==> config.mk <==
export PLATFORM = sky130hd
export DESIGN_NAME = signed_extended_gcd_flat
export DESIGN_NICKNAME = d
export VERILOG_FILES = /design/src/hdl/egcd_pkg.sv /design/src/hdl/egcd_if.sv /design/src/hdl/egcd_divider.sv /design/src/hdl/signed_extended_gcd.sv /design/src/flat_wrapper.sv
export SDC_FILE = /design/constraint.sdc
export NUM_CORES = 2
export LEC_CHECK = 0
export BUFFER_PORTS_ARGS = -buffer_cell sky130_fd_sc_hd__buf_2
export CAP_MARGIN = 20
export CORE_UTILIZATION = 40
export DETAILED_ROUTE_END_ITERATION = 8
export PLACE_DENSITY = 0.64
export SETUP_SLACK_MARGIN = 0.5
export SLEW_MARGIN = 20
export SYNTH_ARGS = -nofsm -noshare
export SYNTH_HDL_FRONTEND = slang
export SYNTH_SLANG_ARGS = --single-unit
==> constraint.sdc <==
create_clock -name clk_i -period 15.8 [get_ports clk_i]
set_clock_uncertainty 0.05 [all_clocks]
set_input_delay 1.58 -clock clk_i [delete_from_list [all_inputs] [get_ports clk_i]]
set_output_delay 1.58 -clock clk_i [all_outputs]
set_load 0.005 [all_outputs]
==> src/hdl/egcd_pkg.sv <==
`timescale 1ns / 1ps
package egcd_pkg;

  // Handshake between the sequencer and the divider
  typedef struct packed {
    logic busy;
    logic done;
  } div_status_t;

endpackage

==> src/hdl/egcd_if.sv <==
`timescale 1ns / 1ps
// Operand channel
interface egcd_in_if #(parameter int W = 32);
  logic                valid;
  logic                ready;
  logic signed [W-1:0] x_value;
  logic signed [W-1:0] y_value;
  modport source (output valid, x_value, y_value, input ready);
  modport sink   (input valid, x_value, y_value, output ready);
endinterface

// Result channel
interface egcd_out_if #(parameter int W = 32);
  logic                valid;
  logic                ready;
  logic signed [W-1:0] coef_x;
  logic signed [W-1:0] coef_y;
  logic        [W-2:0] gcd_value;
  logic                bad_input;
  modport source (output valid, coef_x, coef_y, gcd_value, bad_input, input ready);
  modport sink   (input valid, coef_x, coef_y, gcd_value, bad_input, output ready);
endinterface

==> src/hdl/egcd_divider.sv <==
`timescale 1ns / 1ps
// Restoring unsigned divider, one quotient bit per cycle
module egcd_divider #(
  parameter int W = 32
) (
  input  logic                       clk_i,
  input  logic                       rst_ni,
  input  logic                       start_i,
  input  logic [W-1:0]               dividend_i,
  input  logic [W-1:0]               divisor_i,
  output egcd_pkg::div_status_t      status_o,
  output logic [W-1:0]               quot_o,
  output logic [W-1:0]               rem_o
);
  import egcd_pkg::*;

  localparam int CW = $clog2(W);

  logic [W-1:0]  rem_q, rem_d, quo_q, quo_d, dvs_q, dvs_d;
  logic [CW-1:0] cnt_q, cnt_d;
  logic          busy_q, busy_d, done_q, done_d;
  logic [W-1:0]  trial;

  assign trial = {rem_q[W-2:0], quo_q[W-1]};

  always_comb begin
    rem_d  = rem_q;
    quo_d  = quo_q;
    dvs_d  = dvs_q;
    cnt_d  = cnt_q;
    busy_d = busy_q;
    done_d = 1'b0;
    if (start_i) begin
      rem_d  = '0;
      quo_d  = dividend_i;
      dvs_d  = divisor_i;
      cnt_d  = CW'(W - 1);
      busy_d = 1'b1;
    end else if (busy_q) begin
      // shift in next dividend bit, subtract when it fits
      if (trial >= dvs_q) begin
        rem_d = trial - dvs_q;
        quo_d = {quo_q[W-2:0], 1'b1};
      end else begin
        rem_d = trial;
        quo_d = {quo_q[W-2:0], 1'b0};
      end
      cnt_d = cnt_q - 1'b1;
      if (cnt_q == '0) begin
        busy_d = 1'b0;
        done_d = 1'b1;
      end
    end
  end

  always_ff @(posedge clk_i or negedge rst_ni) begin
    if (!rst_ni) begin
      busy_q <= 1'b0;
      done_q <= 1'b0;
      cnt_q  <= '0;
    end else begin
      busy_q <= busy_d;
      done_q <= done_d;
      cnt_q  <= cnt_d;
    end
  end

  always_ff @(posedge clk_i) begin
    rem_q <= rem_d;
    quo_q <= quo_d;
    dvs_q <= dvs_d;
  end

  assign status_o.busy = busy_q;
  assign status_o.done = done_q;
  assign quot_o        = quo_q;
  assign rem_o         = rem_q;

endmodule

==> src/hdl/signed_extended_gcd.sv <==
`timescale 1ns / 1ps
// Signed extended gcd: for operands x, y returns d = gcd > 0 and a, b with
// a*x + b*y = d (coefficients modulo 2^WIDTH).
// Channels: in_i carries x_value/y_value, out_o carries coef_x, coef_y,
// gcd_value and bad_input; both are valid/ready, item moves when both high.
// One item at a time: in_i.ready is high only while the block is idle.
// y = 0 or an operand equal to the most negative value gives bad_input = 1
// with all other fields zero, valid in the cycle after acceptance.
// Otherwise each Euclidean division step runs start, the bit-serial divider,
// sign fixup, S_MULS and S_MULT on the one shared multiplier and one
// coefficient update (S_UPD); there are up to ~46 steps at WIDTH = 32
// before a valid result.
// The result sits in the output register until taken; a stalled receiver
// holds the block in its output state, not ready for a new item.
// Reset returns to idle, no item in flight.
module signed_extended_gcd #(
  parameter int WIDTH = 32
) (
  input logic         clk_i,
  input logic         rst_ni,
  egcd_in_if.sink     in_i,
  egcd_out_if.source  out_o
);
  import egcd_pkg::*;

  localparam int W = WIDTH;
  localparam logic [2:0] S_IDLE  = 3'd0;
  localparam logic [2:0] S_DIV   = 3'd1;
  localparam logic [2:0] S_WAIT  = 3'd2;
  localparam logic [2:0] S_MULS  = 3'd3;
  localparam logic [2:0] S_MULT  = 3'd4;
  localparam logic [2:0] S_UPD   = 3'd5;
  localparam logic [2:0] S_OUT   = 3'd6;

  localparam logic [W-1:0] MIN_VAL = {1'b1, {(W-1){1'b0}}};

  logic [2:0]   state_q, state_d;
  logic [W-1:0] x_q, x_d, y_q, y_d, r_q, r_d, p_q, p_d, prod_q, prod_d;
  logic [W-1:0] s1_q, s1_d, t1_q, t1_d, s2_q, s2_d, t2_q, t2_d;
  logic [W-1:0] cx_q, cx_d, cy_q, cy_d;
  logic [W-2:0] g_q, g_d;
  logic         bad_q, bad_d;

  div_status_t  div_st;
  logic         div_start;
  logic [W-1:0] quot, rem, x_mag, y_mag, q_signed, mul_b, mul_res;
  logic         x_neg, y_neg;

  assign x_neg = x_q[W-1];
  assign y_neg = y_q[W-1];
  assign x_mag = x_neg ? (~x_q + 1'b1) : x_q;
  assign y_mag = y_neg ? (~y_q + 1'b1) : y_q;
  assign div_start = (state_q == S_DIV);

  egcd_divider #(.W(W)) u_div (
    .clk_i      (clk_i),
    .rst_ni     (rst_ni),
    .start_i    (div_start),
    .dividend_i (x_mag),
    .divisor_i  (y_mag),
    .status_o   (div_st),
    .quot_o     (quot),
    .rem_o      (rem)
  );

  // truncated quotient with the sign of x*y
  assign q_signed = (x_neg ^ y_neg) ? (~quot + 1'b1) : quot;

  // shared multiplier, low W bits only
  assign mul_b   = (state_q == S_MULS) ? s2_q : t2_q;
  assign mul_res = W'(p_q * mul_b);

  always_comb begin
    state_d = state_q;
    x_d = x_q;   y_d = y_q;   r_d = r_q;   p_d = p_q;   prod_d = prod_q;
    s1_d = s1_q; t1_d = t1_q; s2_d = s2_q; t2_d = t2_q;
    cx_d = cx_q; cy_d = cy_q; g_d = g_q;   bad_d = bad_q;
    unique case (state_q)
      S_IDLE: begin
        if (in_i.valid) begin
          x_d  = in_i.x_value;
          y_d  = in_i.y_value;
          s1_d = W'(1);
          t1_d = '0;
          s2_d = '0;
          t2_d = W'(1);
          if (in_i.y_value == '0 || in_i.x_value == MIN_VAL
              || in_i.y_value == MIN_VAL) begin
            cx_d    = '0;
            cy_d    = '0;
            g_d     = '0;
            bad_d   = 1'b1;
            state_d = S_OUT;
          end else begin
            bad_d   = 1'b0;
            state_d = S_DIV;
          end
        end
      end
      S_DIV: state_d = S_WAIT;
      S_WAIT: begin
        if (div_st.done) begin
          // Euclidean fixup: remainder made non-negative
          if (x_neg && rem != '0) begin
            r_d = y_mag - rem;
            p_d = y_neg ? q_signed + 1'b1 : q_signed - 1'b1;
          end else begin
            r_d = rem;
            p_d = q_signed;
          end
          if (x_neg ? (rem == '0) : (rem == '0)) begin
            // chain ends: d = |y|, scale by sign(y)
            g_d     = y_mag[W-2:0];
            cx_d    = y_neg ? (~s2_q + 1'b1) : s2_q;
            cy_d    = y_neg ? (~t2_q + 1'b1) : t2_q;
            state_d = S_OUT;
          end else begin
            state_d = S_MULS;
          end
        end
      end
      S_MULS: begin
        prod_d  = mul_res;
        state_d = S_MULT;
      end
      S_MULT: begin
        s1_d    = s2_q;
        s2_d    = s1_q - prod_q;
        prod_d  = mul_res;
        state_d = S_UPD;
      end
      S_UPD: begin
        t1_d    = t2_q;
        t2_d    = t1_q - prod_q;
        x_d     = y_q;
        y_d     = r_q;
        state_d = S_DIV;
      end
      S_OUT: begin
        if (out_o.ready) state_d = S_IDLE;
      end
      default: state_d = S_IDLE;
    endcase
  end

  always_ff @(posedge clk_i or negedge rst_ni) begin
    if (!rst_ni) begin
      state_q <= S_IDLE;
    end else begin
      state_q <= state_d;
    end
  end

  always_ff @(posedge clk_i) begin
    x_q <= x_d;   y_q <= y_d;   r_q <= r_d;   p_q <= p_d;   prod_q <= prod_d;
    s1_q <= s1_d; t1_q <= t1_d; s2_q <= s2_d; t2_q <= t2_d;
    cx_q <= cx_d; cy_q <= cy_d; g_q <= g_d;   bad_q <= bad_d;
  end

  assign in_i.ready      = (state_q == S_IDLE);
  assign out_o.valid     = (state_q == S_OUT);
  assign out_o.coef_x    = cx_q;
  assign out_o.coef_y    = cy_q;
  assign out_o.gcd_value = g_q;
  assign out_o.bad_input = bad_q;

endmodule

==> src/flat_wrapper.sv <==
// flat-port wrapper written by rule: the top's interface ports become plain ports
module signed_extended_gcd_flat import egcd_pkg::*;
#(
  parameter int WIDTH = 32
)
  (clk_i, rst_ni, in_i_valid, in_i_x_value, in_i_y_value, in_i_ready, out_o_valid, out_o_coef_x, out_o_coef_y, out_o_gcd_value, out_o_bad_input, out_o_ready);
  egcd_in_if #(.W((32))) in_i_i ();
  egcd_out_if #(.W((32))) out_o_i ();
  input logic clk_i;
  input logic rst_ni;
  input wire logic [$bits(in_i_i.valid)-1:0] in_i_valid;
  input wire logic [$bits(in_i_i.x_value)-1:0] in_i_x_value;
  input wire logic [$bits(in_i_i.y_value)-1:0] in_i_y_value;
  output wire logic [$bits(in_i_i.ready)-1:0] in_i_ready;
  output wire logic [$bits(out_o_i.valid)-1:0] out_o_valid;
  output wire logic [$bits(out_o_i.coef_x)-1:0] out_o_coef_x;
  output wire logic [$bits(out_o_i.coef_y)-1:0] out_o_coef_y;
  output wire logic [$bits(out_o_i.gcd_value)-1:0] out_o_gcd_value;
  output wire logic [$bits(out_o_i.bad_input)-1:0] out_o_bad_input;
  input wire logic [$bits(out_o_i.ready)-1:0] out_o_ready;
  assign in_i_i.valid = in_i_valid;
  assign in_i_i.x_value = in_i_x_value;
  assign in_i_i.y_value = in_i_y_value;
  assign in_i_ready = in_i_i.ready;
  assign out_o_valid = out_o_i.valid;
  assign out_o_coef_x = out_o_i.coef_x;
  assign out_o_coef_y = out_o_i.coef_y;
  assign out_o_gcd_value = out_o_i.gcd_value;
  assign out_o_bad_input = out_o_i.bad_input;
  assign out_o_i.ready = out_o_ready;
  signed_extended_gcd #(.WIDTH(WIDTH)) u_core (.clk_i(clk_i), .rst_ni(rst_ni), .in_i(in_i_i), .out_o(out_o_i));
endmodule
==> results.cfg <==
[synthesis]
synth_xor_area_share_pct = 6.745
ys_seq_area_share_pct = 31.47
ys_async_sr_fraction_pct = 2.041
synthCells = 4742
synth_common_cells = nand2_1, inv_1, edfxtp_1
synthFlopType = edfxtp_1
synth_nets = 5508
netlist_area_um2 = 45570
synthAdderAreaFrac_pct = 25.97
synthSimpleGateAreaFrac_pct = 17.65
synth_compound_area_share_pct = 10.62
yosys_warnings = 0
synth_top_family_by_area = adder cells
yosysMostFrequentCell = nand2_1
yosys.area.top_type = edfxtp_1
synth.area.top_cells = edfxtp_1, fa_1, ha_1, and2_1, nand2_1
synth_edf_count = 448
synth_cell_types = 78
yosys-mux-area-fraction_pct = 1.332
ys_ff_latch = 490
synth_area_per_cell_um2 = 9.611
yosysTopAreaCellShare_pct = 29.52

[global_route]
grtUsageMet1_pct = 28.13
grt_pass1_wl_um = 189800
grt_busiest_layer = met2
antenna_found_initial = 2
use_met2_pct = 35.07
met3_usage_pct = 2.324
grt.overflow.total = 0
grt_pass1_vias = 33900
grt_max_degree = 90
grt.total_usage_pct = 20.73

[cts]
tritoncts = done
cts_max_level = 2
cts.sink_count = 490
cts_setup_buffers = 0
clk_latency_ns = 0.64
numCtsBuffers = 52
clk_pin_slew_ns = 0.07
postCtsHoldBufs = 0
root_buffer = clkbuf_16
cts-resized-gates = 0
cts_buffer_depth = 3

[die]
die_x_um = 339.5
core_um2 = 112700
die_y_um = 339.5
row_count = 123
pin_count = 166
die_area_um2 = 115300
start_util_pct = 40.46

[route]
drt-vias-per-instance = 5.312
num_vias = 33740
drt_first_pass_iters = 5
wl_um = 120100
drtIter0Drc = 2342
drtAntennaViolNets = 0
drc = 0
wl_per_cell_um = 18.90

[final_layout]
diodes = 0
layout.nets = 5575
area_growth_pct = 9.030
fin_area_um2 = 49690
num-fill-cells = 10890
drive_above_1_share_pct = 7.356

[run]
maxCapViolations = 0

[hold_path]
holdCritPathClass = register to register

[place]
port-buffer-count = 165
placed_cell_area_um2 = 47900
place_congestion = 0.9042
hpwl_um = 92850

[setup_path]
path_max_fanout = 33
slowest_stage = dfrtp_1
required_ns = 16.18
cp.arrival_ns = 9.16
reg2reg_slack_ns = 7.03
regToRegEndpoint = u_core.prod_q[30]$_DFFE_PP_
path_common_cell = fa_1
cpPeakStageDelay_ns = 0.60
worstRegToRegCells = 23
r2r_start = u_core.state_q[2]$_DFFE_PN0P_
startpoint_type = register
crit_start = u_core.state_q[2]$_DFFE_PN0P_
endpoint = u_core.prod_q[30]$_DFFE_PP_
path_cells = nand3b_1 > buf_4 > mux2_2 > and2_1 > fa_1 > inv_1 > fa_1 > fa_1 > fa_1 > inv_1 > fa_1 > inv_1 > fa_1 > inv_1 > fa_1 > fa_1 > ha_1 > a2111o_1 > o41ai_1 > o21ai_0 > o21a_1 > o21a_1 > o311ai_1
crit_type = register to register
cp-end-kind = register

[sta]
setup_viol = 0
fmax_ghz = 0.1140
worstMarginPinSlew_ns = 1.056
drv_slew = 0
tns_ns = 0
fin_crit_sh_pct = 55.53
rsz0062_at_grt = no
slew_headroom_pct = 29.59
fin_crit_ns = 8.773
finalHoldViolations = 0

[outcome]
outcome = finished clean
-- state kept, by name, summed over array words and instances (netlist names) --
| register | count |
|---|---|
| u_core.r_q | 32 |
| u_core.out_o.bad_input | 1 |
| u_core.u_div.quot_o | 32 |
| u_core.u_div.dvs_q | 32 |
| u_core.u_div.done_q | 1 |
| u_core.u_div.busy_q | 1 |
| u_core.u_div.rem_o | 32 |
| u_core.y_q | 32 |
| u_core.s1_q | 32 |
| u_core.out_o.gcd_value | 31 |
| u_core.out_o.coef_x | 32 |
| u_core.state_q | 3 |
| u_core.prod_q | 32 |
| u_core.s2_q | 32 |
| u_core.p_q | 32 |
| u_core.t2_q | 32 |
| u_core.x_q | 32 |
| u_core.u_div.cnt_q | 5 |
| u_core.t1_q | 32 |
| u_core.out_o.coef_y | 32 |
-- critical path, delay by kind of cell, from the launching register on --
family                     cells  cell delay (ns)
adders and majority gates      9             4.25
AOI/OAI and AO/OA              6             1.98
buffers and inverters          5             0.64
DFF                            1             0.60
muxes                          1             0.59
and+or+nand+nor                2             0.44
-- layout by cell type, fill, tap and decap left out, types with 29 or more instances in the layout --
| master | instances |
|---|---|
| ha_1 | 285 |
| nand3_1 | 36 |
| edfxtp_1 | 448 |
| nor3_1 | 72 |
| xnor2_1 | 182 |
| nor2b_1 | 46 |
| dfxtp_1 | 32 |
| buf_4 | 37 |
| mux2_2 | 29 |
| and3_1 | 48 |
| o21a_1 | 40 |
| nor4_1 | 36 |
| o31ai_1 | 46 |
| nand2b_1 | 37 |
| inv_1 | 556 |
| o21ai_0 | 238 |
| nor2_1 | 252 |
| o41ai_1 | 29 |
| and2_1 | 391 |
| a21oi_1 | 177 |
| fa_1 | 413 |
| buf_2 | 165 |
| xor2_1 | 169 |
| a21o_1 | 79 |
| clkbuf_16 | 52 |
| nand2_1 | 591 |
-- kinds of logic (layout without fill, tap and decap cells) --
logic type      after synthesis  in the layout
mux                          57             57
fa+ha+maj                   698            698
flops                       490            490
xor+xnor                    351            351
simple gates               1631           1631
buf+inv                     747            858
compound gates              768            768
-- layout make-up --
class	instances	area (um^2)	share of cell area, %
Multi-Input combinational cell	3505	28490	57.33
Sequential cell	490	14340	28.87
Inverter	557	2091	4.208
Tap cell	1500	1877	3.777
Clock buffer	61	1335	2.687
Timing Repair Buffer	203	1131	2.276
Clock inverter	37	422.9	0.8511
-- layer usage --
metal / up-vias / wire (um) / share of wire [%]
met2: 895 / 57290 / 48
met5: - / 0 / 0
met4: 0 / 3084 / 2.6
li1: 16000 / - / -
met3: 170 / 6278 / 5.2
met1: 16680 / 53440 / 44
-- through the flow --
stage | hold slack, ns | util [%] | setup WS (ns) | std cells
6_report | 0.4572 | 44.11 | 7.027 | 6353
5_1_grt | 0.4813 | 44.11 | 6.517 | 6353
4_1_cts | 0.4619 | 44.08 | 7.022 | 6352
3_5_place_dp | 0.4424 | 42.52 | 7.049 | 6254
3_3_place_gp | 0.4410 | 42.52 | 7.140 | 6254
2_1_floorplan | 0.4134 | - | 7.650 | 4742
-- worst min path at each step --
stage / from / endpoint / slack [ns] / depth (start not counted)
final: u_core.r_q[23]$_DFFE_PP_ / u_core.y_q[23]$_DFFE_PP_ / 0.46 / 2
after detailed placement: u_core.r_q[11]$_DFFE_PP_ / u_core.y_q[11]$_DFFE_PP_ / 0.44 / 2
after floorplan: u_core.u_div.rem_o[31]$_SDFFE_PP0P_ / u_core.u_div.rem_o[31]$_SDFFE_PP0P_ / 0.41 / 2
after global routing: u_core.r_q[7]$_DFFE_PP_ / u_core.y_q[7]$_DFFE_PP_ / 0.48 / 2
after global placement: u_core.r_q[18]$_DFFE_PP_ / u_core.y_q[18]$_DFFE_PP_ / 0.44 / 2
after CTS: u_core.r_q[23]$_DFFE_PP_ / u_core.y_q[23]$_DFFE_PP_ / 0.46 / 2
Power is left out: the tool's default activity adds up to more than one toggle a clock period on the data nets, which glitch-free logic cannot reach.
